==> src/mmrn_pkg.sv <==
package mmrn_pkg;

    localparam int VAL_W           = 16;
    localparam int SAMPLE_BITS_DEF = 16;
    localparam int QUOT_W          = 20;
    localparam int CNT_W           = 5;
    localparam int SUM_W           = 22;
    localparam int SPAN_ONE        = 256;
    localparam int OUT_MIN         = -32768;
    localparam int OUT_MAX         = 32767;
    localparam int CFG_IDX_W       = 1;

    localparam logic [QUOT_W-1:0]    MAG_LIMIT       = 20'h40000;
    localparam logic signed [VAL_W-1:0] TARGET_LOW_RST  = 16'sd0;
    localparam logic signed [VAL_W-1:0] TARGET_HIGH_RST = 16'sd256;

    localparam logic [CFG_IDX_W-1:0] REG_TARGET_LOW  = 1'b0;
    localparam logic [CFG_IDX_W-1:0] REG_TARGET_HIGH = 1'b1;

    localparam logic KIND_OBSERVE = 1'b0;
    localparam logic KIND_MAP     = 1'b1;

    typedef struct packed {
        logic              sat;
        logic [QUOT_W-1:0] mag;
    } t_mmrn_res;

endpackage

==> src/mmrn_muldiv.sv <==
module mmrn_muldiv
    import mmrn_pkg::*;
#(
    parameter int SAMPLE_BITS = SAMPLE_BITS_DEF
) (
    input  logic                 i_clk,
    input  logic                 i_rst_n,
    input  logic                 i_start,
    input  logic [SAMPLE_BITS:0] i_ad,
    input  logic [VAL_W-1:0]     i_range,
    input  logic [SAMPLE_BITS:0] i_span,
    output logic                 o_done,
    output t_mmrn_res            o_res
);

    localparam int AW = SAMPLE_BITS + 1;
    localparam int PW = AW + VAL_W;
    localparam int RW = AW + 1;

    localparam logic [2:0] S_IDLE = 3'd0;
    localparam logic [2:0] S_MUL  = 3'd1;
    localparam logic [2:0] S_CHK  = 3'd2;
    localparam logic [2:0] S_DIV  = 3'd3;
    localparam logic [2:0] S_DONE = 3'd4;

    logic [2:0]        r_state;
    logic [2:0]        n_state;
    logic [CNT_W-1:0]  r_cnt;
    logic [AW-1:0]     r_ad;
    logic [AW-1:0]     r_span;
    logic [AW-1:0]     r_acc;
    logic [VAL_W-1:0]  r_plo;
    logic [RW-1:0]     r_rem;
    logic [QUOT_W-1:0] r_low;
    logic [QUOT_W-1:0] r_quo;
    logic              r_sat;

    logic [AW:0]       w_sum;
    logic [PW-1:0]     w_prod;
    logic [AW-1:0]     w_head;
    logic              w_sat;
    logic [RW-1:0]     w_trial;
    logic              w_ge;

    // shift-add multiply, LSB first: product low bits shift into r_plo
    assign w_sum   = {1'b0, r_acc} + (r_plo[0] ? {1'b0, r_ad} : '0);
    assign w_prod  = {r_acc, r_plo};
    assign w_head  = AW'(w_prod[PW-1:QUOT_W]);
    assign w_sat   = (w_head >= r_span);
    // restoring division, one quotient bit per cycle
    assign w_trial = {r_rem[RW-2:0], r_low[QUOT_W-1]};
    assign w_ge    = (w_trial >= RW'(r_span));

    always_comb begin
        n_state = r_state;
        case (r_state)
            S_IDLE: begin
                if (i_start) begin
                    n_state = S_MUL;
                end
            end
            S_MUL: begin
                if (r_cnt == CNT_W'(VAL_W - 1)) begin
                    n_state = S_CHK;
                end
            end
            S_CHK: begin
                n_state = w_sat ? S_DONE : S_DIV;
            end
            S_DIV: begin
                if (r_cnt == CNT_W'(QUOT_W - 1)) begin
                    n_state = S_DONE;
                end
            end
            S_DONE: begin
                n_state = S_IDLE;
            end
            default: begin
                n_state = S_IDLE;
            end
        endcase
    end

    always_ff @(posedge i_clk) begin
        if (!i_rst_n) begin
            r_state <= S_IDLE;
        end else begin
            r_state <= n_state;
        end
    end

    always_ff @(posedge i_clk) begin
        case (r_state)
            S_IDLE: begin
                r_ad   <= i_ad;
                r_span <= i_span;
                r_plo  <= i_range;
                r_acc  <= '0;
                r_cnt  <= '0;
            end
            S_MUL: begin
                r_acc <= w_sum[AW:1];
                r_plo <= {w_sum[0], r_plo[VAL_W-1:1]};
                r_cnt <= r_cnt + 1'b1;
            end
            S_CHK: begin
                r_sat <= w_sat;
                r_rem <= RW'(w_head);
                r_low <= w_prod[QUOT_W-1:0];
                r_quo <= '0;
                r_cnt <= '0;
            end
            S_DIV: begin
                r_rem <= w_ge ? (w_trial - RW'(r_span)) : w_trial;
                r_quo <= {r_quo[QUOT_W-2:0], w_ge};
                r_low <= {r_low[QUOT_W-2:0], 1'b0};
                r_cnt <= r_cnt + 1'b1;
            end
            default: begin
            end
        endcase
    end

    assign o_done    = (r_state == S_DONE);
    assign o_res.sat = r_sat;
    assign o_res.mag = r_quo;

endmodule

==> src/min_max_range_normalizer.sv <==
// Min-max range normalizer.
// Input channel (i_in_valid / o_in_stall) carries a kind bit and a signed Q8.8
// sample. Observe words (kind 0) update the tracked low and high sample; the
// first observe after reset or after any map word restarts tracking. Map words
// (kind 1) produce one output word on o_out_valid / i_out_stall:
//   min(target_lo, target_hi) + (v - low) * |target_hi - target_lo| / span, saturated to 16 bits.
// Target bounds are written on the config channel (index 0 and 1); the user must
// write them only while idle: the block itself does not enforce it. Observe words
// do not stall the input. A map word stalls the input during a bit-serial
// multiply over the target span and a restoring divide over the observed span
// (skipped when the quotient saturates early); the next word can be taken in the
// same cycle that its result is shown. A finished result sits in the output
// register while the next words are taken; a result that cannot be handed over
// holds the map engine until the receiver stops stalling. Reset clears tracking
// to 0/0 with restart pending, sets the target range to 0..1.0 and empties the output register.
module min_max_range_normalizer
    import mmrn_pkg::*;
#(
    parameter int SAMPLE_BITS = SAMPLE_BITS_DEF
) (
    input  logic                          i_clk,
    input  logic                          i_rst_n,
    input  logic                          i_in_valid,
    output logic                          o_in_stall,
    input  logic                          i_kind,
    input  logic signed [SAMPLE_BITS-1:0] i_sample_value,
    output logic                          o_out_valid,
    input  logic                          i_out_stall,
    output logic signed [VAL_W-1:0]       o_scaled_value,
    input  logic                          i_cfg_valid,
    output logic                          o_cfg_ready,
    input  logic [CFG_IDX_W-1:0]          i_cfg_index,
    input  logic [VAL_W-1:0]              i_cfg_data
);

    localparam int AW = SAMPLE_BITS + 1;

    localparam logic [1:0] T_IDLE  = 2'd0;
    localparam logic [1:0] T_SETUP = 2'd1;
    localparam logic [1:0] T_WAIT  = 2'd2;
    localparam logic [1:0] T_FIN   = 2'd3;

    logic [1:0]                    r_state;
    logic [1:0]                    n_state;
    logic signed [VAL_W-1:0]       r_target_low;
    logic signed [VAL_W-1:0]       r_target_high;
    logic signed [SAMPLE_BITS-1:0] r_seen_low;
    logic signed [SAMPLE_BITS-1:0] r_seen_high;
    logic                          r_restart;
    logic signed [SAMPLE_BITS-1:0] r_v;
    logic signed [VAL_W-1:0]       r_lo;
    logic                          r_neg;
    t_mmrn_res                     r_res;
    logic                          r_out_valid;
    logic signed [VAL_W-1:0]       r_out_value;

    logic                          w_in_acc;
    logic                          w_out_free;
    logic signed [AW-1:0]          w_d;
    logic [AW-1:0]                 w_ad;
    logic [AW-1:0]                 w_span;
    logic [AW-1:0]                 w_span_eff;
    logic                          w_swap;
    logic signed [VAL_W-1:0]       w_lo;
    logic signed [VAL_W-1:0]       w_hi;
    logic [VAL_W-1:0]              w_range_x;
    logic                          w_done;
    t_mmrn_res                     w_res;
    logic [SUM_W-1:0]              w_mag_x;
    logic [SUM_W-1:0]              w_off;
    logic signed [SUM_W-1:0]       w_sum;
    logic signed [VAL_W-1:0]       w_result;

    assign o_in_stall  = (r_state != T_IDLE);
    assign w_in_acc    = i_in_valid && !o_in_stall;
    assign w_out_free  = !r_out_valid || !i_out_stall;
    assign o_cfg_ready = 1'b1;

    // setup terms for the serial unit
    assign w_d        = {r_v[SAMPLE_BITS-1], r_v} - {r_seen_low[SAMPLE_BITS-1], r_seen_low};
    assign w_ad       = w_d[AW-1] ? (~w_d + 1'b1) : w_d;
    assign w_span     = {r_seen_high[SAMPLE_BITS-1], r_seen_high}
                      - {r_seen_low[SAMPLE_BITS-1], r_seen_low};
    assign w_span_eff = (w_span == '0) ? AW'(SPAN_ONE) : w_span;
    assign w_swap     = (r_target_low > r_target_high);
    assign w_lo       = w_swap ? r_target_high : r_target_low;
    assign w_hi       = w_swap ? r_target_low : r_target_high;
    // hi >= lo, so the difference always fits unsigned in VAL_W bits
    assign w_range_x  = w_hi - w_lo;

    mmrn_muldiv #(
        .SAMPLE_BITS(SAMPLE_BITS)
    ) u_muldiv (
        .i_clk   (i_clk),
        .i_rst_n (i_rst_n),
        .i_start (r_state == T_SETUP),
        .i_ad    (w_ad),
        .i_range (w_range_x),
        .i_span  (w_span_eff),
        .o_done  (w_done),
        .o_res   (w_res)
    );

    // final add and clamp
    assign w_mag_x = {{(SUM_W - QUOT_W){1'b0}}, r_res.mag};
    assign w_off   = r_neg ? (~w_mag_x + 1'b1) : w_mag_x;
    assign w_sum   = {{(SUM_W - VAL_W){r_lo[VAL_W-1]}}, r_lo} + w_off;

    always_comb begin
        if (r_res.sat || (r_res.mag > MAG_LIMIT)) begin
            w_result = r_neg ? VAL_W'(OUT_MIN) : VAL_W'(OUT_MAX);
        end else if (w_sum < SUM_W'(OUT_MIN)) begin
            w_result = VAL_W'(OUT_MIN);
        end else if (w_sum > SUM_W'(OUT_MAX)) begin
            w_result = VAL_W'(OUT_MAX);
        end else begin
            w_result = w_sum[VAL_W-1:0];
        end
    end

    always_comb begin
        n_state = r_state;
        case (r_state)
            T_IDLE: begin
                if (w_in_acc && (i_kind == KIND_MAP)) begin
                    n_state = T_SETUP;
                end
            end
            T_SETUP: begin
                n_state = T_WAIT;
            end
            T_WAIT: begin
                if (w_done) begin
                    n_state = T_FIN;
                end
            end
            T_FIN: begin
                if (w_out_free) begin
                    n_state = T_IDLE;
                end
            end
            default: begin
                n_state = T_IDLE;
            end
        endcase
    end

    always_ff @(posedge i_clk) begin
        if (!i_rst_n) begin
            r_state       <= T_IDLE;
            r_target_low  <= TARGET_LOW_RST;
            r_target_high <= TARGET_HIGH_RST;
            r_seen_low    <= '0;
            r_seen_high   <= '0;
            r_restart     <= 1'b1;
            r_out_valid   <= 1'b0;
        end else begin
            r_state <= n_state;
            if (i_cfg_valid) begin
                case (i_cfg_index)
                    REG_TARGET_LOW:  r_target_low  <= i_cfg_data;
                    REG_TARGET_HIGH: r_target_high <= i_cfg_data;
                    default: begin
                    end
                endcase
            end
            if (w_in_acc) begin
                if (i_kind == KIND_MAP) begin
                    r_restart <= 1'b1;
                end else if (r_restart) begin
                    r_seen_low  <= i_sample_value;
                    r_seen_high <= i_sample_value;
                    r_restart   <= 1'b0;
                end else if (i_sample_value < r_seen_low) begin
                    r_seen_low <= i_sample_value;
                end else if (i_sample_value > r_seen_high) begin
                    r_seen_high <= i_sample_value;
                end
            end
            if ((r_state == T_FIN) && w_out_free) begin
                r_out_valid <= 1'b1;
            end else if (!i_out_stall) begin
                r_out_valid <= 1'b0;
            end
        end
    end

    always_ff @(posedge i_clk) begin
        if (w_in_acc) begin
            r_v <= i_sample_value;
        end
        if (r_state == T_SETUP) begin
            r_lo  <= w_lo;
            r_neg <= w_d[AW-1];
        end
        if (w_done) begin
            r_res <= w_res;
        end
        if ((r_state == T_FIN) && w_out_free) begin
            r_out_value <= w_result;
        end
    end

    assign o_out_valid    = r_out_valid;
    assign o_scaled_value = r_out_value;

endmodule

==> config.mk <==
export PLATFORM = sky130hd
export DESIGN_NAME = min_max_range_normalizer
export DESIGN_NICKNAME = d
export VERILOG_FILES = /design/src/mmrn_pkg.sv /design/src/mmrn_muldiv.sv /design/src/min_max_range_normalizer.sv
export SDC_FILE = /design/constraint.sdc
export NUM_CORES = 1
export LEC_CHECK = 0
export BUFFER_PORTS_ARGS = -buffer_cell sky130_fd_sc_hd__clkbuf_2
export CAP_MARGIN = 20
export CORE_MARGIN = 2
export CORE_UTILIZATION = 67
export DETAILED_ROUTE_END_ITERATION = 10
export PLACE_DENSITY = 0.86
export SLEW_MARGIN = 10
export SYNTH_ARGS = -nofsm -noshare
export SYNTH_HDL_FRONTEND = slang
export SYNTH_HIERARCHICAL = 1
export SYNTH_SLANG_ARGS = --single-unit
==> constraint.sdc <==
create_clock -name i_clk -period 11.8 [get_ports i_clk]
set_input_delay 1.18 -clock i_clk [delete_from_list [all_inputs] [get_ports i_clk]]
set_output_delay 1.18 -clock i_clk [all_outputs]
set_load 0.01 [all_outputs]
### Yosys cells after proc, flatten, opt, wreduce, memory -nomap -nowiden

Index checks and enable logic that the tools add are counted.

| cells by class | value |
|---|---|
| add/subtract/negate cells | 9 |
| order comparisons | 8 |
| equality and inequality tests | 17 |
| multiplexer cells | 33 |
| bitwise operators | 4 |
| reduce and logical (&&, ||, !) cells | 25 |

Operator list:

| kind | count |
|---|---|
| 16-bit 2-to-1 mux | 12 |
| 20-bit one-hot mux with 2 select lines | 2 |
| 17-bit one-hot mux with 2 select lines | 2 |
| 17-bit 2-to-1 mux | 2 |
| 16-bit by 16-bit subtractor with 17-bit output | 2 |
| 16-bit > comparator | 2 |
| 16-bit one-hot mux with 2 select lines | 1 |
| 22-bit by 1-bit adder with 22-bit output, second input constant | 1 |
| 22-bit adder | 1 |
| 22-bit by 16-bit > comparator with 1-bit output, second input constant | 1 |
| 22-bit by 16-bit < comparator with 1-bit output, second input constant | 1 |
| 22-bit 2-to-1 mux | 1 |
| 20-bit NOT with 22-bit output | 1 |
| 20-bit by 19-bit > comparator with 1-bit output, second input constant | 1 |
| 17-bit by 18-bit adder with 18-bit output | 1 |
| 18-bit by 17-bit greater-or-equal comparator with 1-bit output | 1 |
| 17-bit by 1-bit adder with 17-bit output, second input constant | 1 |
| 13-bit by 17-bit greater-or-equal comparator with 1-bit output | 1 |
| 17-bit logical NOT | 1 |
| 17-bit NOT | 1 |
| 17-bit subtractor | 1 |
| 16-bit < comparator | 1 |
| 16-bit subtractor | 1 |
| 3-bit 2-to-1 mux | 4 |
| other kinds (26) | 53 |

| word-level totals | value |
|---|---|
| flip-flop bits (word level) | 271 |
| bits of input ports | 39 |
| output and inout bits | 19 |
| word-level logic and storage cells | 120 |

### Longest topological paths before layout

Gate-level depths: netlist of run 1.

| depth | value |
|---|---|
| depth after elaboration | 8 |
| gate-level depth with buffers | 23 |
| mapped depth without buffers | 19 |

### Modules after synthesis

Netlist of run 1, hierarchy kept.

Modules (own cells, without submodules):

| module | times used | cells an instance | area an instance (um^2) | seq. area each (um^2) |
|---|---|---|---|---|
| min_max_range_normalizer | 1 | 1,165 | 10,402.5 | 3,463.3 |
| mmrn_muldiv | 1 | 671 | 7,274.5 | 3,963.8 |

### Least setup slack after synthesis of run 1

No wires, ideal clock.

| path | value |
|---|---|
| path type | register to register |
| from | reg r_res[2] (netlist bit) |
| to | reg r_out_value[11] (netlist: o_scaled_value[11]), data pin |
| library setup time | 0.258 ns |
| data arrival time | 4.448 ns |
| required time | 11.542 ns |
| setup slack | 7.094 ns |
| cell stages (with the launch flop) | 18 |
| path buffers | 1 |
| period minus slack after synthesis | 4.706 ns |
| cell sequence | edfxtp_1 nor4_2 nand2_1 or4_1 nand2_1 xnor2_1 ha_1 a21o_1 a21oi_1 and2b_2 or4_1 a41o_1 a221o_1 xor2_1 or4_4 a21oi_4 buf_6 a21oi_1 |

| on the way | value |
|---|---|
| longest elaborated chain between the ends | 8 |
| elaborated cells between the ends (all ways) | 11 |
| those cells by class | add/sub (2); order compare (3); mux (4); bitwise (1); reduce/logical (1) |

RTL lines:

| what | line | text |
|---|---|---|
| start: declaration | min_max_range_normalizer.sv:53 | `t_mmrn_res r_res;` |
| start signal: assignment | min_max_range_normalizer.sv:197 | `r_res <= w_res;` |
| 20-bit NOT with 22-bit output | min_max_range_normalizer.sv:106 | `assign w_off = r_neg ? (~w_mag_x + 1'b1) : w_mag_x;` |
| 22-bit by 1-bit adder with 22-bit output | min_max_range_normalizer.sv:106 |  |
| 22-bit 2-to-1 mux | min_max_range_normalizer.sv:106 |  |
| 22-bit adder | min_max_range_normalizer.sv:107 | `assign w_sum = {{(SUM_W - VAL_W){r_lo[VAL_W-1]}}, r_lo} + w_off;` |
| 22-bit by 16-bit > comparator with 1-bit output | min_max_range_normalizer.sv:114 | `end else if (w_sum > SUM_W'(OUT_MAX)) begin` |
| 16-bit 2-to-1 mux | min_max_range_normalizer.sv:114 |  |
| 16-bit 2-to-1 mux | min_max_range_normalizer.sv:112 | `end else if (w_sum < SUM_W'(OUT_MIN)) begin` |
| 16-bit 2-to-1 mux (*) | min_max_range_normalizer.sv:110 | `if (r_res.sat \|\| (r_res.mag > MAG_LIMIT)) begin` |
| via w_result[11] | min_max_range_normalizer.sv:72 | `logic signed [VAL_W-1:0] w_result;` |
| end signal: assignment | min_max_range_normalizer.sv:200 | `r_out_value <= w_result;` |
| end: declaration | min_max_range_normalizer.sv:55 | `logic signed [VAL_W-1:0] r_out_value;` |

The timed path passes the listed nets; every way through them passes the cells marked *.
A chain may end at the register's enable or synchronous reset.

### Worst setup path in the final report of run 1

| path | value |
|---|---|
| from | reg r_res[2] (netlist bit) |
| to | reg r_out_value[1] (netlist: o_scaled_value[1]), data pin |

The elaborated chain is that of the path after synthesis.

==> metrics.txt, run 1 <==
initial drt markers 1034; Syn Inst Count 1836; outcome finished clean; total power 4.23 mW; CTS resizes 0; Layout area overhead 8.56%; row cnt 59; post-CTS setup buffer count 0; CP Data Arrival Time 5.41 ns; R2R Path Start r_res[2]; reg2reg path depth 16; worst min-delay path startpoint u_muldiv/r_quo[19]; Synth area leaders edfxtp_1 (34%), ha_1 (11%), dfxtp_1 (8.0%), nand2_1 (6.3%), xnor2_1 (3.7%); Synth Register Bits 271; Netlist cell types 91; setup ws final 6.66 ns; CP Launch Point r_res[2]; initial antenna violation count 0; Nets 2087; Worst EP required 12.08 ns; Inserted Diodes 0; sequential element share of the synthesized area 42.0%; Avg WL per Cell 17.8 um; critical path launch point type flop; Worst-Margin Slew 0.917 ns; final worst clock skew 0.0109 ns; vias in the first global route 13.4k; post-route minimum period 5.14 ns; Post-CTS Hold Fix Bufs 0; global route total overflow 0; largest net degree at the start of global routing 88; routed vias/inst 6.23; clock-pin slew on the worst setup and hold paths 0.06 ns; relative max-transition margin 38.9%; post-synthesis cell area 0.0177 mm^2; detailed-route wire length 39800 um; Die W 166 um; die area 0.0277 mm^2; share of layout cells above drive strength 1 8.57%; all-layer global routing usage 27.9%; P per Cell Area 221 mW/mm^2; endpoints failing setup 0; H-tree depth 1; I/O pin cnt 58; Clock Path Buffers 3; antenna-violating nets left 0; final hold violation count 0; crit path kind flop to flop; crit path max fanout 15; DRT Pass-1 Iters 5; initial core utilization 68.0%; CTS tree done; # DRC 0; reg-to-reg slack, setup 6.66 ns; Place WS 6.73 ns; CP Capture Type flop; first-pass GRT wire length 64700 um; Clock Tree Root clkbuf_16; Max Slew Vio Count 0; most common cell in the netlist nand2_1; Yosys top cell area share 34.0%; Lkg Pwr 8.04 nW; reg-to-reg critical path endpoint o_scaled_value[1]; Max Cap Viol 0; hold path cells 0; CTS Buf Count 28; Mapped Nets 2042; Synth area leader edfxtp_1; worst skew pair latency 0.55 ns; Final HPWL DP 28600 um; share of flip-flops with an asynchronous set or reset 0%; worst hold path class flop to flop; list of most frequent post-synthesis cells nand2_1 (296), edfxtp_1 (200), ha_1 (162); die height 166 um; Mapped Avg Cell Area 9.63 um^2; EDFF count, synth 200; dominant synthesized flop cell edfxtp_1; DR vias 13.9k; total negative slack 0 ns; Core Box Area 0.0260 mm^2; IO buf count 56; clk sinks 271; global placer's final weighted congestion 0.932; Period Utilization, post-route 43.5%; Ys Warns 6; RSZ-0062 raised after global routing no; WHS Endpoint r_res[19]; fmax 0.195 GHz; worst ir drop on vdd 0.000163 V
-- worst max-delay path, cell delays in order, from the launching register on --
cell and delay [ns]:
edfxtp_1 0.47, nor4_2 0.33, nand2_1 0.10, or4_1 0.48, nand2_1 0.12, xnor2_1 0.17
ha_1 0.30, a21o_1 0.18, a21oi_1 0.13, and2b_2 0.25, or4_1 0.50, a41o_1 0.28
a221o_1 0.33, xor2_1 0.17, or4_4 0.54, a21oi_4 0.39, a21oi_1 0.13
-- cells in the final DEF (no fill, tap or decap), types with 7 or more instances in the layout --
master and n:
nand2_1 296, edfxtp_1 200, ha_1 162, inv_1 117, nor2_1 98, a21oi_1 95, xnor2_1 74, dfxtp_1 71
o21ai_0 69, clkbuf_2 56, mux2i_1 50, nor2b_1 44, a21boi_0 36, nand2b_1 30, and3_1 29, xor2_1 29
clkbuf_16 29, nor3_1 27, and2_1 26, o21a_1 26, a21o_1 23, o21ai_1 21, nand3_1 20, o31ai_1 15
buf_4 15, nand4_1 14, a31oi_1 14, or4_1 12, mux2_2 12, a211oi_1 12, o211ai_1 11, or3_1 8
o311ai_0 7, clkbuf_1 7
-- routing by layer --
layer | global-route usage [%] | share of wire, % | up-vias
met5 | 0 | 0 | -
met1 | 38.5 | 44 | 6641
met2 | 47.1 | 47 | 491
li1 | - | - | 6719
met3 | 3.04 | 6.1 | 96
met4 | 8.17 | 2.5 | 0
-- final cells by class --
cell class | count | area, um^2
multi-input cells | 1389 | 9570
flip-flops and latches | 271 | 7430
fillers | 1794 | 6800
clock buffers | 39 | 793
inverters | 118 | 443
repair buffers | 73 | 420
well taps | 335 | 419
clock inverters | 13 | 116
-- sequential cells by signal, summed over array words and instances, names as in the netlist, 17 cells and up --
register / flops
u_muldiv/r_quo: 20
u_muldiv/r_span: 17
r_res: 21
u_muldiv/r_low: 20
u_muldiv/r_rem: 17
u_muldiv/r_ad: 17
u_muldiv/r_acc: 17
-- metrics by stage --
stage / util, % / cell area [um^2] / cells / hold WS [ns]
after floorplan: - / 17700 / 1836 / 0.400
after global placement: 70.2 / 18200 / 2183 / 0.404
after detailed placement: 70.2 / 18200 / 2183 / 0.412
after CTS: 73.7 / 19200 / 2235 / 0.427
after global routing: 73.8 / 19200 / 2238 / 0.440
final: 73.8 / 19200 / 2238 / 0.424
-- power by group --
part           switching [mW]  leakage (nW)  total, mW  internal [mW]
combinational            1.14          5.00       1.92          0.773
clock                   0.366         0.453      0.878          0.512
sequential              0.128          2.59       1.44           1.31
total                    1.64          8.04       4.23           2.60
-- how the worst max path moves through the flow --
stage	cells after the start	end
final	16	o_scaled_value[1]
after global routing	16	o_scaled_value[12]
after CTS	16	o_scaled_value[14]
after detailed placement	16	o_scaled_value[14]
after global placement	16	o_scaled_value[0]
after floorplan	17	o_scaled_value[11]
-- cell families after synthesis --
logic type | Yosys count | share of synthesized area, %
buffers and inverters | 176 | 4.11
AOI/OAI and AO/OA | 419 | 16.0
xor gates and xnor gates | 103 | 5.10
muxes | 64 | 3.77
adders and majority gates | 167 | 12.0
DFF | 271 | 42.0
other | 1 | 0.0212
and+or+nand+nor | 635 | 16.9
Power figures use the tool's default switching activity.
==> run 2, diff against run 1 <==
--- a/config.mk
+++ b/config.mk
@@ -8,9 +8,9 @@
 export BUFFER_PORTS_ARGS = -buffer_cell sky130_fd_sc_hd__clkbuf_2
 export CAP_MARGIN = 20
 export CORE_MARGIN = 2
-export CORE_UTILIZATION = 67
+export CORE_UTILIZATION = 57
 export DETAILED_ROUTE_END_ITERATION = 10
-export PLACE_DENSITY = 0.86
+export PLACE_DENSITY = 0.78
 export SLEW_MARGIN = 10
 export SYNTH_ARGS = -nofsm -noshare
 export SYNTH_HDL_FRONTEND = slang
==> constraint.sdc (replaced) <==
create_clock -name i_clk -period 4.7 [get_ports i_clk]
set_input_delay 0.47 -clock i_clk [delete_from_list [all_inputs] [get_ports i_clk]]
set_output_delay 0.47 -clock i_clk [all_outputs]
set_load 0.01 [all_outputs]
==> metrics.txt, run 2 (same netlist as run 1, synthesis figures left out) <==
CP Data Arrival Time 5.04 ns (was 5.41 ns); Nets 2113 (was 2087); CP Capture Type flop (unchanged); endpoints failing setup 14 (was 0); Period Utilization, post-route 101% (was 43.5%); post-route minimum period 4.72 ns (was 5.14 ns); outcome finished, violations left (was finished clean); I/O pin cnt 58 (unchanged); Post-DP Area 0.0185 mm^2 (was 0.0182 mm^2); Storage cell area 0.00743 mm^2 (unchanged); Util after Layout 63.9% (was 73.8%); global route total overflow 0 (unchanged); Die W 180 um (was 166 um); Design Area, Final 0.0196 mm^2 (was 0.0192 mm^2); global placer's final weighted congestion 0.913 (was 0.932); final hold violation count 0 (unchanged); Worst EP required 5.01 ns (was 12.08 ns); clock share of power 21.4% (was 20.7%); Place WS -0.132 ns (was 6.73 ns); delay of the slowest cell on the worst path 0.53 ns (was 0.54 ns); share of layout cells above drive strength 1 10.2% (was 8.57%); all-layer global routing usage 24.1% (was 27.9%); DR vias 13.7k (was 13.9k); Clock Path Buffers 3 (unchanged); Slowest-stage cell, CP or4_4 (unchanged); commonest non-fill, non-tap cell in the layout nand2_1 (unchanged); switch share 38.1% (was 38.7%); initial drt markers 977 (was 1034); initial core utilization 57.8% (was 68.0%); Avg WL per Cell 17.0 um (was 17.8 um); clock-pin slew on the worst setup and hold paths 0.06 ns (about the same); vias in the first global route 13.5k (was 13.4k); Clock Tree Root clkbuf_16 (unchanged); P per Cell Area 553 mW/mm^2 (was 221 mW/mm^2); detailed-route wire length 39500 um (was 39800 um); most frequent cells in the layout nand2_1 (296), edfxtp_1 (200), ha_1 (162) (unchanged); H-tree depth 1 (unchanged); worst ir drop on vdd 0.000425 V (was 0.000163 V); WHS 0.155 ns (was 0.424 ns); worst path cell trace nor4_2 -> nand2_1 -> or4_4 -> buf_4 -> o31ai_2 -> xnor2_1 -> ha_1 -> nand4_1 -> a211oi_1 -> o21a_1 -> or4_4 -> a41o_1 -> a221o_1 -> xor2_1 -> or4_4 -> a21oi_4 -> buf_12 -> a21oi_1 (was nor4_2 -> nand2_1 -> or4_1 -> nand2_1 -> xnor2_1 -> ha_1 -> a21o_1 -> a21oi_1 -> and2b_2 -> or4_1 -> a41o_1 -> a221o_1 -> xor2_1 -> or4_4 -> a21oi_4 -> a21oi_1); failing checks negative setup slack; IO buf count 56 (unchanged); Most common cell on crit path or4_4; fmax 0.212 GHz (was 0.195 GHz); crit path max fanout 15 (unchanged); worst hold path class input pin to flop (was flop to flop); Core Box Area 0.0306 mm^2 (was 0.0260 mm^2); final cell count without fillers 2326 (was 2238); relative max-transition margin 36.5% (was 38.9%); Max Cap Viol 0 (unchanged); Fillers 2452 (was 1794); CP Buf/Inv Count 2 (was 0); Max Slew Vio Count 0 (unchanged); Layout area overhead 10.6% (was 8.56%); Worst-Margin Slew 0.953 ns (was 0.917 ns); setup ws final -0.0246 ns (was 6.66 ns); clk sinks 271 (unchanged); Inserted Diodes 0 (unchanged); row cnt 64 (was 59); first-pass GRT wire length 65300 um (was 64700 um); top flop regs r_res (21), u_muldiv/r_low (20), u_muldiv/r_quo (20) (unchanged); switching pwr 4.11 mW (was 1.64 mW); worst skew pair latency 0.56 ns (was 0.55 ns); Final HPWL DP 29100 um (was 28600 um); Multi-input gate area 0.00959 mm^2 (was 0.00957 mm^2); final worst clock skew 0.0224 ns (was 0.0109 ns); RSZ-0062 raised after global routing yes (was no); Top reg by flops r_res (unchanged); largest net degree at the start of global routing 88 (unchanged); die height 180 um (was 166 um); crit path kind flop to flop (unchanged); routed vias/inst 5.91 (was 6.23); CTS tree done (unchanged); initial antenna violation count 0 (unchanged); logic gate share of total power 45.4% (was 45.2%); antenna-violating nets left 0 (unchanged); # DRC 0 (unchanged); DRT Pass-1 Iters 5 (unchanged); die area 0.0324 mm^2 (was 0.0277 mm^2); Internal 6.69 mW (was 2.60 mW); max reg flops 21 (unchanged); Reg power frac 33.2% (was 34.0%); critical path launch point type flop (unchanged); Inst Count DP 2266 (was 2183); Top Family by Delay on Critical Path simple AND/OR/NAND/NOR gates (unchanged); CTS Buf Count 29 (was 28); Lkg Pwr 8.17 nW (was 8.04 nW)
run 2: cell count changes in the layout (fill, tap and decap cells not counted), moves of 2 or more:
cell        change
buf_12          +2
buf_4          +23
bufinv_16       +2
clkbuf_1        -3
clkbuf_8        -3
clkinv_2        -2
clkinvlp_4      +5
or4_1           -2
or4_4           +2
run 2: metal layers:
metal,track usage [%],vias up,part of all wire (%)
met1,31.9,6534,45
li1,-,6760,-
met4,8.26,0,3.1
met3,3.38,94,5.3
met2,40.6,359,47
met5,0,-,0
run 2: timing repair:
| item | CTS | global route |
|---|---|---|
| gates resized for setup | 3 | 3 |
| buffers inserted | 0 | 4 |
| hold buffers | 0 | 0 |
| pin swaps | 4 | 6 |
| setup endpoints to repair | 15 | 15 |
| gates cloned | 0 | 0 |
run 2: cell type report:
type	instances	share of cell area (%)
repair buffers	98	3.23
flip-flops and latches	271	38.0
clock inverters	21	1.15
multi-input cells	1389	49.1
clock buffers	33	3.79
well taps	396	2.53
inverters	118	2.27
run 2: final timing paths:
check                                         from                 to  slack (ns)  cells after the start
worst max register to register            r_res[5]  o_scaled_value[2]       -0.02                     18
worst min register to register  u_muldiv/r_quo[19]          r_res[19]        0.43                      0
worst max-delay path                      r_res[5]  o_scaled_value[2]       -0.02                     18
worst min-delay path                 i_cfg_data[5]   r_target_high[5]        0.15                      3
run 2: power by group through the flow:
stage | clock network, mW | registers (mW) | logic (mW)
final | 2.31 | 3.59 | 4.90
after global placement | 0 | 3.61 | 4.61
after floorplan | 0 | 3.51 | 3.74
after CTS | 2.34 | 3.59 | 4.83
after detailed placement | 0 | 3.63 | 4.76
after global routing | 2.44 | 3.64 | 5.43
run 2: through the flow:
| step | total power, mW | setup TNS (ns) |
|---|---|---|
| final | 10.8 | -0.220 |
| after global routing | 11.5 | -2.96 |
| after global placement | 8.22 | -0.955 |
| after floorplan | 7.25 | 0 |
| after CTS | 10.8 | 0 |
| after detailed placement | 8.39 | -1.85 |
run 2: worst min-delay path, cell delays in order:
cell      delay [ns]
clkbuf_2        0.09
nand2_1         0.05
a21boi_0        0.06
